<file path="config.mk">
export PLATFORM = sky130hd
export DESIGN_NAME = next_lexicographic_permutation_core
export DESIGN_NICKNAME = d
export VERILOG_FILES = /design/src/sv/nlp_pkg.sv /design/src/sv/nlp_ram.sv /design/src/sv/next_lexicographic_permutation_core.sv
export VERILOG_INCLUDE_DIRS = /design/src /design/src/sv
export SDC_FILE = /design/constraint.sdc
export NUM_CORES = 1
export LEC_CHECK = 0
export ABC_AREA = 1
export BUFFER_PORTS_ARGS = -buffer_cell sky130_fd_sc_hd__buf_4
export CAP_MARGIN = 30
export CORE_MARGIN = 2
export CORE_UTILIZATION = 60
export DETAILED_ROUTE_END_ITERATION = 16
export PLACE_DENSITY = 0.8
export SYNTH_ARGS = -nofsm -noshare
export SYNTH_HDL_FRONTEND = slang
export SYNTH_SLANG_ARGS = --single-unit
</file>
<file path="constraint.sdc">
create_clock -name clk -period 4.9 [get_ports clk]
set_clock_uncertainty 0.2 [all_clocks]
set_input_delay 0.735 -clock clk [delete_from_list [all_inputs] [get_ports clk]]
set_output_delay 0.735 -clock clk [all_outputs]
set_load 0.05 [all_outputs]
</file>
<file path="src/sv/next_lexicographic_permutation_core_defines.svh">
// assertion macros for the next lexicographic permutation core
// included by the top level, no other dependencies
`ifndef NEXT_LEXICOGRAPHIC_PERMUTATION_CORE_DEFINES_SVH
`define NEXT_LEXICOGRAPHIC_PERMUTATION_CORE_DEFINES_SVH
`ifndef NO_ASSERTIONS
// combinational property checked on every rising clock edge outside reset
`define NLP_ASSERT(lbl, clk, rst_n, expr) \
  lbl: assert property (@(posedge clk) disable iff (!rst_n) (expr)) \
    else $error("nlp assertion failed");
// implication whose consequent is checked in the cycle after the antecedent
`define NLP_ASSERT_NEXT(lbl, clk, rst_n, ante, cons) \
  lbl: assert property (@(posedge clk) disable iff (!rst_n) (ante) |=> (cons)) \
    else $error("nlp assertion failed");
`else
`define NLP_ASSERT(lbl, clk, rst_n, expr)
`define NLP_ASSERT_NEXT(lbl, clk, rst_n, ante, cons)
`endif
`endif

</file>
<file path="src/sv/nlp_pkg.sv">
// shared types and constants of the next lexicographic permutation core
// no dependencies
package nlp_pkg;

  // field widths fixed by the interface
  localparam int POS_W    = 4;
  localparam int IN_VAL_W = 16;
  localparam int COUNT_W  = 5;
  localparam int CFG_AW   = 3;
  localparam int CFG_DW   = 32;

  localparam logic [COUNT_W-1:0] COUNT_RESET = 5'd16;

  // register index of element_count, taken from paddr[2]
  localparam logic REG_ELEMENT_COUNT = 1'b0;

  typedef enum logic [0:0] {
    OP_LOAD    = 1'b0,
    OP_ADVANCE = 1'b1
  } opcode_t;

endpackage

</file>
<file path="src/sv/nlp_ram.sv">
// generic single write port, single read port ram with registered read
// no dependencies
module nlp_ram #(
  parameter int WIDTH = 16,
  parameter int DEPTH = 16
) (
  input  logic                     clk,
  input  logic                     we,
  input  logic [$clog2(DEPTH)-1:0] waddr,
  input  logic [WIDTH-1:0]         wdata,
  input  logic [$clog2(DEPTH)-1:0] raddr,
  output logic [WIDTH-1:0]         rdata
);

  logic [WIDTH-1:0] mem [DEPTH];

  // write and registered read
  always_ff @(posedge clk) begin
    if (we) begin
      mem[waddr] <= wdata;
    end
    rdata <= mem[raddr];
  end

endmodule

</file>
<file path="src/sv/next_lexicographic_permutation_core.sv">
// top level of the next lexicographic permutation core
// depends on nlp_pkg, nlp_ram and next_lexicographic_permutation_core_defines.svh
//
//   channel | signals                                          | direction
//   in      | in_valid/in_ready, in_opcode, in_position, value  | item in
//   out     | out_valid/out_ready, position, value, flags      | one beat per element
//   cfg     | psel/penable/pwrite/paddr/pwdata/prdata/pready   | register access
//
// a load is written to the store as it is accepted and leaves in_ready high
// an advance runs the pivot scan, the successor scan, the pivot swap, the suffix swaps
// and the result stream in turn, sharing the single ram read port; stalls on out_ready
// hold the result stream
// no clearing pass: the store holds garbage until loaded
// reset is synchronous, active low, clears control state and sets element_count to 16
`include "next_lexicographic_permutation_core_defines.svh"
module next_lexicographic_permutation_core #(
  parameter int MAX_ELEMS   = 16,
  parameter int VALUE_WIDTH = 16
) (
  input  logic                          clk,
  input  logic                          rst_n,
  // input beats
  input  logic                          in_valid,
  output logic                          in_ready,
  input  logic                          in_opcode,
  input  logic [nlp_pkg::POS_W-1:0]     in_position,
  input  logic signed [nlp_pkg::IN_VAL_W-1:0] in_element_value,
  // result beats
  output logic                          out_valid,
  input  logic                          out_ready,
  output logic [nlp_pkg::POS_W-1:0]     out_position,
  output logic signed [nlp_pkg::IN_VAL_W-1:0] out_value,
  output logic                          out_advanced,
  output logic                          out_last_of_run,
  // configuration
  input  logic                          psel,
  input  logic                          penable,
  input  logic                          pwrite,
  input  logic [nlp_pkg::CFG_AW-1:0]    paddr,
  input  logic [nlp_pkg::CFG_DW-1:0]    pwdata,
  output logic [nlp_pkg::CFG_DW-1:0]    prdata,
  output logic                          pready
);

  import nlp_pkg::*;

  localparam int AW = $clog2(MAX_ELEMS);
  localparam int NW = ($clog2(MAX_ELEMS + 1) > COUNT_W) ? $clog2(MAX_ELEMS + 1) : COUNT_W;

  typedef enum logic [3:0] {
    S_IDLE,
    S_PRD,
    S_PCMP,
    S_SRD,
    S_SCMP,
    S_SW1,
    S_SW2,
    S_RRD1,
    S_RRD2,
    S_RWR1,
    S_RWR2,
    S_ORD,
    S_OCAP,
    S_OWAIT
  } state_t;

  state_t                 state_r, state_nxt;
  logic [COUNT_W-1:0]     count_r;
  logic [AW-1:0]          idx_r, idx_nxt;
  logic [AW-1:0]          k_r, k_nxt;
  logic [AW-1:0]          j_r, j_nxt;
  logic [AW-1:0]          last_r, last_nxt;
  logic                   first_r, first_nxt;
  logic                   adv_r, adv_nxt;
  logic [VALUE_WIDTH-1:0] prev_r, prev_nxt;
  logic [VALUE_WIDTH-1:0] pv_r, pv_nxt;
  logic [VALUE_WIDTH-1:0] tmp_r, tmp_nxt;
  logic                   out_valid_r, out_valid_nxt;
  logic [AW-1:0]          out_pos_r, out_pos_nxt;
  logic [IN_VAL_W-1:0]    out_value_r, out_value_nxt;
  logic                   out_last_r, out_last_nxt;

  logic                   ram_we;
  logic [AW-1:0]          ram_waddr;
  logic [VALUE_WIDTH-1:0] ram_wdata;
  logic [AW-1:0]          ram_raddr;
  logic [VALUE_WIDTH-1:0] ram_rdata;

  logic [NW-1:0]          n_act;
  logic                   pos_ok;
  logic                   in_fire;
  logic                   cfg_wr;
  logic [VALUE_WIDTH-1:0] cmp_x, cmp_y;
  logic                   cmp_lt;

  nlp_ram #(
    .WIDTH (VALUE_WIDTH),
    .DEPTH (MAX_ELEMS)
  ) u_store (
    .clk   (clk),
    .we    (ram_we),
    .waddr (ram_waddr),
    .wdata (ram_wdata),
    .raddr (ram_raddr),
    .rdata (ram_rdata)
  );

  // configuration port
  assign pready = 1'b1;
  assign cfg_wr = psel && penable && pwrite && (paddr[2] == REG_ELEMENT_COUNT);
  assign prdata = (paddr[2] == REG_ELEMENT_COUNT) ? CFG_DW'(count_r) : '0;

  // handshake
  assign in_ready = (state_r == S_IDLE);
  assign in_fire  = in_valid && in_ready;
  assign pos_ok   = int'(in_position) < MAX_ELEMS;

  // active element count, clamped to 1..MAX_ELEMS
  always_comb begin
    n_act = NW'(count_r);
    if (n_act == '0) begin
      n_act = NW'(1);
    end else if (n_act > NW'(MAX_ELEMS)) begin
      n_act = NW'(MAX_ELEMS);
    end
  end

  // shared signed compare unit: key(x) < key(y)
  always_comb begin
    if (state_r == S_SCMP) begin
      cmp_x = pv_r;
      cmp_y = ram_rdata;
    end else begin
      cmp_x = ram_rdata;
      cmp_y = prev_r;
    end
  end
  assign cmp_lt = {~cmp_x[VALUE_WIDTH-1], cmp_x[VALUE_WIDTH-2:0]} <
                  {~cmp_y[VALUE_WIDTH-1], cmp_y[VALUE_WIDTH-2:0]};

  // ram port selection
  always_comb begin
    ram_we    = 1'b0;
    ram_waddr = idx_r;
    ram_wdata = tmp_r;
    ram_raddr = idx_r;
    unique case (state_r)
      S_IDLE: begin
        ram_we    = in_fire && (in_opcode == OP_LOAD) && pos_ok;
        ram_waddr = AW'(in_position);
        ram_wdata = VALUE_WIDTH'(in_element_value);
      end
      S_SRD:  ram_raddr = k_r;
      S_RRD2: ram_raddr = k_r;
      S_SW1: begin
        ram_we    = 1'b1;
        ram_waddr = j_r;
        ram_wdata = tmp_r;
      end
      S_SW2: begin
        ram_we    = 1'b1;
        ram_waddr = k_r;
        ram_wdata = pv_r;
      end
      S_RWR1: begin
        ram_we    = 1'b1;
        ram_waddr = idx_r;
        ram_wdata = ram_rdata;
      end
      S_RWR2: begin
        ram_we    = 1'b1;
        ram_waddr = k_r;
        ram_wdata = tmp_r;
      end
      // prefetch the next element while the current beat waits
      S_OWAIT: ram_raddr = out_last_r ? idx_r : idx_r + AW'(1);
      default: ram_raddr = idx_r;
    endcase
  end

  // sequencer next state
  always_comb begin
    state_nxt     = state_r;
    idx_nxt       = idx_r;
    k_nxt         = k_r;
    j_nxt         = j_r;
    last_nxt      = last_r;
    first_nxt     = first_r;
    adv_nxt       = adv_r;
    prev_nxt      = prev_r;
    pv_nxt        = pv_r;
    tmp_nxt       = tmp_r;
    out_valid_nxt = out_valid_r;
    out_pos_nxt   = out_pos_r;
    out_value_nxt = out_value_r;
    out_last_nxt  = out_last_r;
    unique case (state_r)
      S_IDLE: begin
        if (in_fire && (in_opcode == OP_ADVANCE)) begin
          last_nxt  = AW'(n_act - NW'(1));
          first_nxt = 1'b1;
          if (n_act < NW'(2)) begin
            adv_nxt   = 1'b0;
            idx_nxt   = '0;
            state_nxt = S_ORD;
          end else begin
            idx_nxt   = AW'(n_act - NW'(1));
            state_nxt = S_PRD;
          end
        end
      end
      // pivot scan from the right
      S_PRD: state_nxt = S_PCMP;
      S_PCMP: begin
        if (first_r) begin
          first_nxt = 1'b0;
          prev_nxt  = ram_rdata;
          idx_nxt   = idx_r - AW'(1);
          state_nxt = S_PRD;
        end else if (cmp_lt) begin
          j_nxt     = idx_r;
          pv_nxt    = ram_rdata;
          k_nxt     = last_r;
          state_nxt = S_SRD;
        end else if (idx_r == '0) begin
          adv_nxt   = 1'b0;
          state_nxt = S_ORD;
        end else begin
          prev_nxt  = ram_rdata;
          idx_nxt   = idx_r - AW'(1);
          state_nxt = S_PRD;
        end
      end
      // rightmost element larger than the pivot
      S_SRD: state_nxt = S_SCMP;
      S_SCMP: begin
        if (cmp_lt) begin
          tmp_nxt   = ram_rdata;
          state_nxt = S_SW1;
        end else begin
          k_nxt     = k_r - AW'(1);
          state_nxt = S_SRD;
        end
      end
      S_SW1: state_nxt = S_SW2;
      S_SW2: begin
        adv_nxt = 1'b1;
        if ((AW + 1)'(j_r) + (AW + 1)'(1) < (AW + 1)'(last_r)) begin
          idx_nxt   = j_r + AW'(1);
          k_nxt     = last_r;
          state_nxt = S_RRD1;
        end else begin
          idx_nxt   = '0;
          state_nxt = S_ORD;
        end
      end
      // suffix reversal, one swap per pass
      S_RRD1: state_nxt = S_RRD2;
      S_RRD2: begin
        tmp_nxt   = ram_rdata;
        state_nxt = S_RWR1;
      end
      S_RWR1: state_nxt = S_RWR2;
      S_RWR2: begin
        if ((AW + 1)'(idx_r) + (AW + 1)'(2) < (AW + 1)'(k_r)) begin
          idx_nxt   = idx_r + AW'(1);
          k_nxt     = k_r - AW'(1);
          state_nxt = S_RRD1;
        end else begin
          idx_nxt   = '0;
          state_nxt = S_ORD;
        end
      end
      // result stream
      S_ORD: state_nxt = S_OCAP;
      S_OCAP: begin
        out_valid_nxt = 1'b1;
        out_pos_nxt   = idx_r;
        out_value_nxt = IN_VAL_W'(ram_rdata);
        out_last_nxt  = (idx_r == last_r);
        state_nxt     = S_OWAIT;
      end
      S_OWAIT: begin
        if (out_ready) begin
          out_valid_nxt = 1'b0;
          if (out_last_r) begin
            state_nxt = S_IDLE;
          end else begin
            idx_nxt   = idx_r + AW'(1);
            state_nxt = S_OCAP;
          end
        end
      end
      default: state_nxt = S_IDLE;
    endcase
  end

  // state, control and registered outputs
  always_ff @(posedge clk) begin
    if (!rst_n) begin
      state_r     <= S_IDLE;
      count_r     <= COUNT_RESET;
      out_valid_r <= 1'b0;
      first_r     <= 1'b0;
      adv_r       <= 1'b0;
    end else begin
      state_r     <= state_nxt;
      out_valid_r <= out_valid_nxt;
      first_r     <= first_nxt;
      adv_r       <= adv_nxt;
      if (cfg_wr) begin
        count_r <= pwdata[COUNT_W-1:0];
      end
    end
    idx_r       <= idx_nxt;
    k_r         <= k_nxt;
    j_r         <= j_nxt;
    last_r      <= last_nxt;
    prev_r      <= prev_nxt;
    pv_r        <= pv_nxt;
    tmp_r       <= tmp_nxt;
    out_pos_r   <= out_pos_nxt;
    out_value_r <= out_value_nxt;
    out_last_r  <= out_last_nxt;
  end

  assign out_valid       = out_valid_r;
  assign out_position    = POS_W'(out_pos_r);
  assign out_value       = out_value_r;
  assign out_advanced    = adv_r;
  assign out_last_of_run = out_last_r;

  // checks
  `NLP_ASSERT(a_no_input_while_result, clk, rst_n, !(in_ready && out_valid))
  `NLP_ASSERT_NEXT(a_advance_blocks_input, clk, rst_n,
                   in_valid && in_ready && (in_opcode == OP_ADVANCE), !in_ready)
  `NLP_ASSERT_NEXT(a_last_beat_frees_input, clk, rst_n,
                   out_valid && out_ready && out_last_of_run, in_ready)
  `NLP_ASSERT(a_last_beat_position, clk, rst_n,
              !(out_valid && out_last_of_run) || (out_pos_r == last_r))
  `NLP_ASSERT_NEXT(a_flag_steady_in_run, clk, rst_n,
                   out_valid && out_ready && !out_last_of_run, $stable(adv_r))

endmodule

</file>
==> qor.yml <==
sta:
  relSlewSlack_pct: 36.3
  finalSetupViolCount: 0
  worst_pin_slew_ps: 950
  drv_slew: 0
  finalHoldViolCount: 0
  rsz0062_at_grt: "no"
  timing.fmax_mhz: 266
  period_minus_slack_ps: 3770
  hold_ws_ps: 244
  setup_tns_ps: 0
  min_period_over_period_pct: 76.8
critical_path:
  cp_cell_sequence: "nor2_1, nand2_1, buf_4, mux2i_1, ha_1, a21oi_1, nand3b_1, a21oi_1, a211oi_1, a31oi_1, nor3_1"
  slowest_delay_ps: 600
  crit_path_start_kind: "flop"
  cpMostUsedCell: "a21oi_1"
  crit_arrival_ps: 3720
  path_class: "reg -> reg"
  r2r-start: "state_r[3]$_SDFFE_PN0P_"
  crit_start: "state_r[3]$_SDFFE_PN0P_"
  cp_top_family: "simple AND/OR/NAND/NOR gates"
  cp_max_fo: 44
  cpMaxStageDelayCell: "nor3_1"
  cp_data_required_time_ps: 4850
  critPathBufInv: 1
  cp-end-kind: "flop"
placement:
  dp_hpwl_mm: 22.3
  place.gp.congestion: 0.876
  io_buffers: 62
  dpl-instance-area_um2: 17000
die:
  start_util_pct: 61.3
  die_x_um: 168
  fp.dieH_um: 168
  ios: 120
  die_area_um2: 28100
  row_count: 59
  fp.coreArea_um2: 26200
cts:
  clock_latency_ps: 530
  cts-root-buf: "clkbuf_16"
  clockBufferDepth: 3
  cts_tree: "yes"
  clock_sinks: 369
  cts_hold_buf: 0
  cts_setup_buffers: 0
  cts_inserted_buffers: 37
  h-tree-depth: 2
  clk_pin_slew_worst_paths_ps: 60
  cts_resized: 0
worst_hold_path:
  hold_path.class: "in -> reg"
  holdCritStartpoint: "pwdata[4]"
final_layout:
  syn2layout_area_growth_pct: 13.3
  finish.utilization_pct: 69.5
  final_common_cell: "edfxtp_1"
  layout_common_cells: "edfxtp_1 (341), nand2_1 (150), nor2_1 (136), o21ai_0 (132), inv_1 (111)"
  drive_gt1_share_pct: 14.7
  design_area_um2: 18200
  antenna_cells: 0
  layout.nets: 1555
detailed_routing:
  ant_nets: 0
  drt-initial-drc-count: 1439
  viasPerCell: 6.01
  drcViolationCount: 0
  wire_per_inst_um: 20.7
  finalWirelength_mm: 37.7
  firstDrtPassIters: 6
  vias: 11000
pwr:
  powerDensity_nw_per_um2: 419
  p_leak_nw: 6.73
  ir_drop_mv: 0.307
  total_power_mw: 7.64
global_routing:
  grt_pass1_vias: 10400
  grtUsageTotal_pct: 26.8
  antenna_found_initial: 1
  grt_max_degree: 129
  overflow: 0
  grt_first_pass_wirelength_mm: 57.4
synthesis:
  synth.distinct_cells: 46
  synth_top_area_cell: "edfxtp_1"
  synth_seq_area_share_pct: 67.2
  synth.avg_cell_area_um2: 11.6
  synth_top_cell_area_share_pct: 63.7
  synth_enable_flop_cells: 341
  synth_ff_type: "edfxtp_1"
  ys_ff_latch: 369
  syn_area_um2: 16100
  yosys_warnings: 0
  async_flop_share_pct: 0
  synth_cells: 1380
  synth_area_leaders: "edfxtp_1 (64%), o21ai_0 (4.1%), nor2_1 (3.6%), nand2_1 (3.5%), dfxtp_1 (3.5%)"
run_status:
  outcome: "complete, no violations"
flow_run:
  drv_cap: 0
metal layers:
| layer | wire, um | track usage, % | part of all wire (%) |
|---|---|---|---|
| met1 | 15000 | 37.0 | 40 |
| met2 | 17900 | 43.2 | 47 |
| met3 | 3580 | 4.28 | 9.5 |
| met4 | 1250 | 11.1 | 3.3 |
| met5 | 0 | 0 | 0 |
flip-flops by register name (all words and copies together), names as in the netlist, 4 cells and up:
| signal | count |
|---|---|
| count_r | 5 |
| tmp_r | 16 |
| state_r | 4 |
| idx_r | 4 |
| prev_r | 16 |
| k_r | 4 |
| j_r | 4 |
| pv_r | 16 |
| u_store.mem | 256 |
| last_r | 4 |
| u_store.rdata | 16 |
| out_value | 16 |
| out_position | 4 |
cell type report:
cell class | instances | area [um^2]
Sequential cell | 369 | 10800
Fill cell | 1781 | 8000
Clock inverter | 16 | 190
Timing Repair Buffer | 105 | 813
Inverter | 119 | 447
Tap cell | 335 | 419
Multi-Input combinational cell | 830 | 4510
Clock buffer | 50 | 1040
through the flow:
stage	instances	setup slack, ps
3_3_place_gp	1749	1220
2_1_floorplan	1406	512
3_5_place_dp	1757	1140
4_1_cts	1823	1110
6_report	1824	1130
5_1_grt	1824	801
report_power, final:
part           switching (mW)  total, mW  leakage, nW  internal [mW]
Combinational           0.733       1.03         2.84          0.299
Clock                    1.16       2.81        0.593           1.66
Sequential              0.106       3.79         3.30           3.69
Total                    2.00       7.64         6.73           5.64
worst paths after layout:
path | to | slack [ps] | cells past startpoint
worst min register to register | out_valid$_SDFFE_PN0P_ | 310 | 2
worst max register to register | k_r[0]$_DFFE_PP_ | 1130 | 11
worst min-delay path | count_r[4]$_SDFFE_PN1P_ | 240 | 3
worst max-delay path | k_r[0]$_DFFE_PP_ | 1130 | 11
cell usage after synthesis, types with 5 or more instances:
master / n
buf_4: 32
buf_2: 28
mux2i_1: 11
nor3_1: 10
nand3_1: 84
dfxtp_1: 28
o2111ai_1: 16
xor2_1: 5
clkbuf_1: 28
o21ai_0: 133
ha_1: 30
inv_1: 111
o211ai_1: 67
nand2_1: 150
edfxtp_1: 341
inv_2: 7
or2_1: 13
nor2_1: 152
or2_2: 21
a21oi_1: 58
o21ai_1: 10
worst register-to-register path: stages (launching register included):
cell and delay (ps):
dfxtp_1 460, nor2_1 120, nand2_1 100, buf_4 410, mux2i_1 290, ha_1 270
a21oi_1 110, nand3b_1 110, a21oi_1 90, a211oi_1 440, a31oi_1 180, nor3_1 610
logic make-up (layout without fill, tap and decap cells):
family / count (synthesis) / after routing / synth area share [%]
adder cells (fa/ha/maj): 30 / 30 / 2.34
AO/OA/AOI/OAI: 309 / 309 / 11.6
XOR/XNOR: 8 / 8 / 0.436
other: 2 / 28 / 0.0467
AND/OR/NAND/NOR: 444 / 444 / 11.9
multiplexers: 11 / 11 / 0.685
flip-flops: 369 / 369 / 67.2
buffers and inverters: 207 / 290 / 5.80
Note: power is estimated with default switching activity, not from simulation.
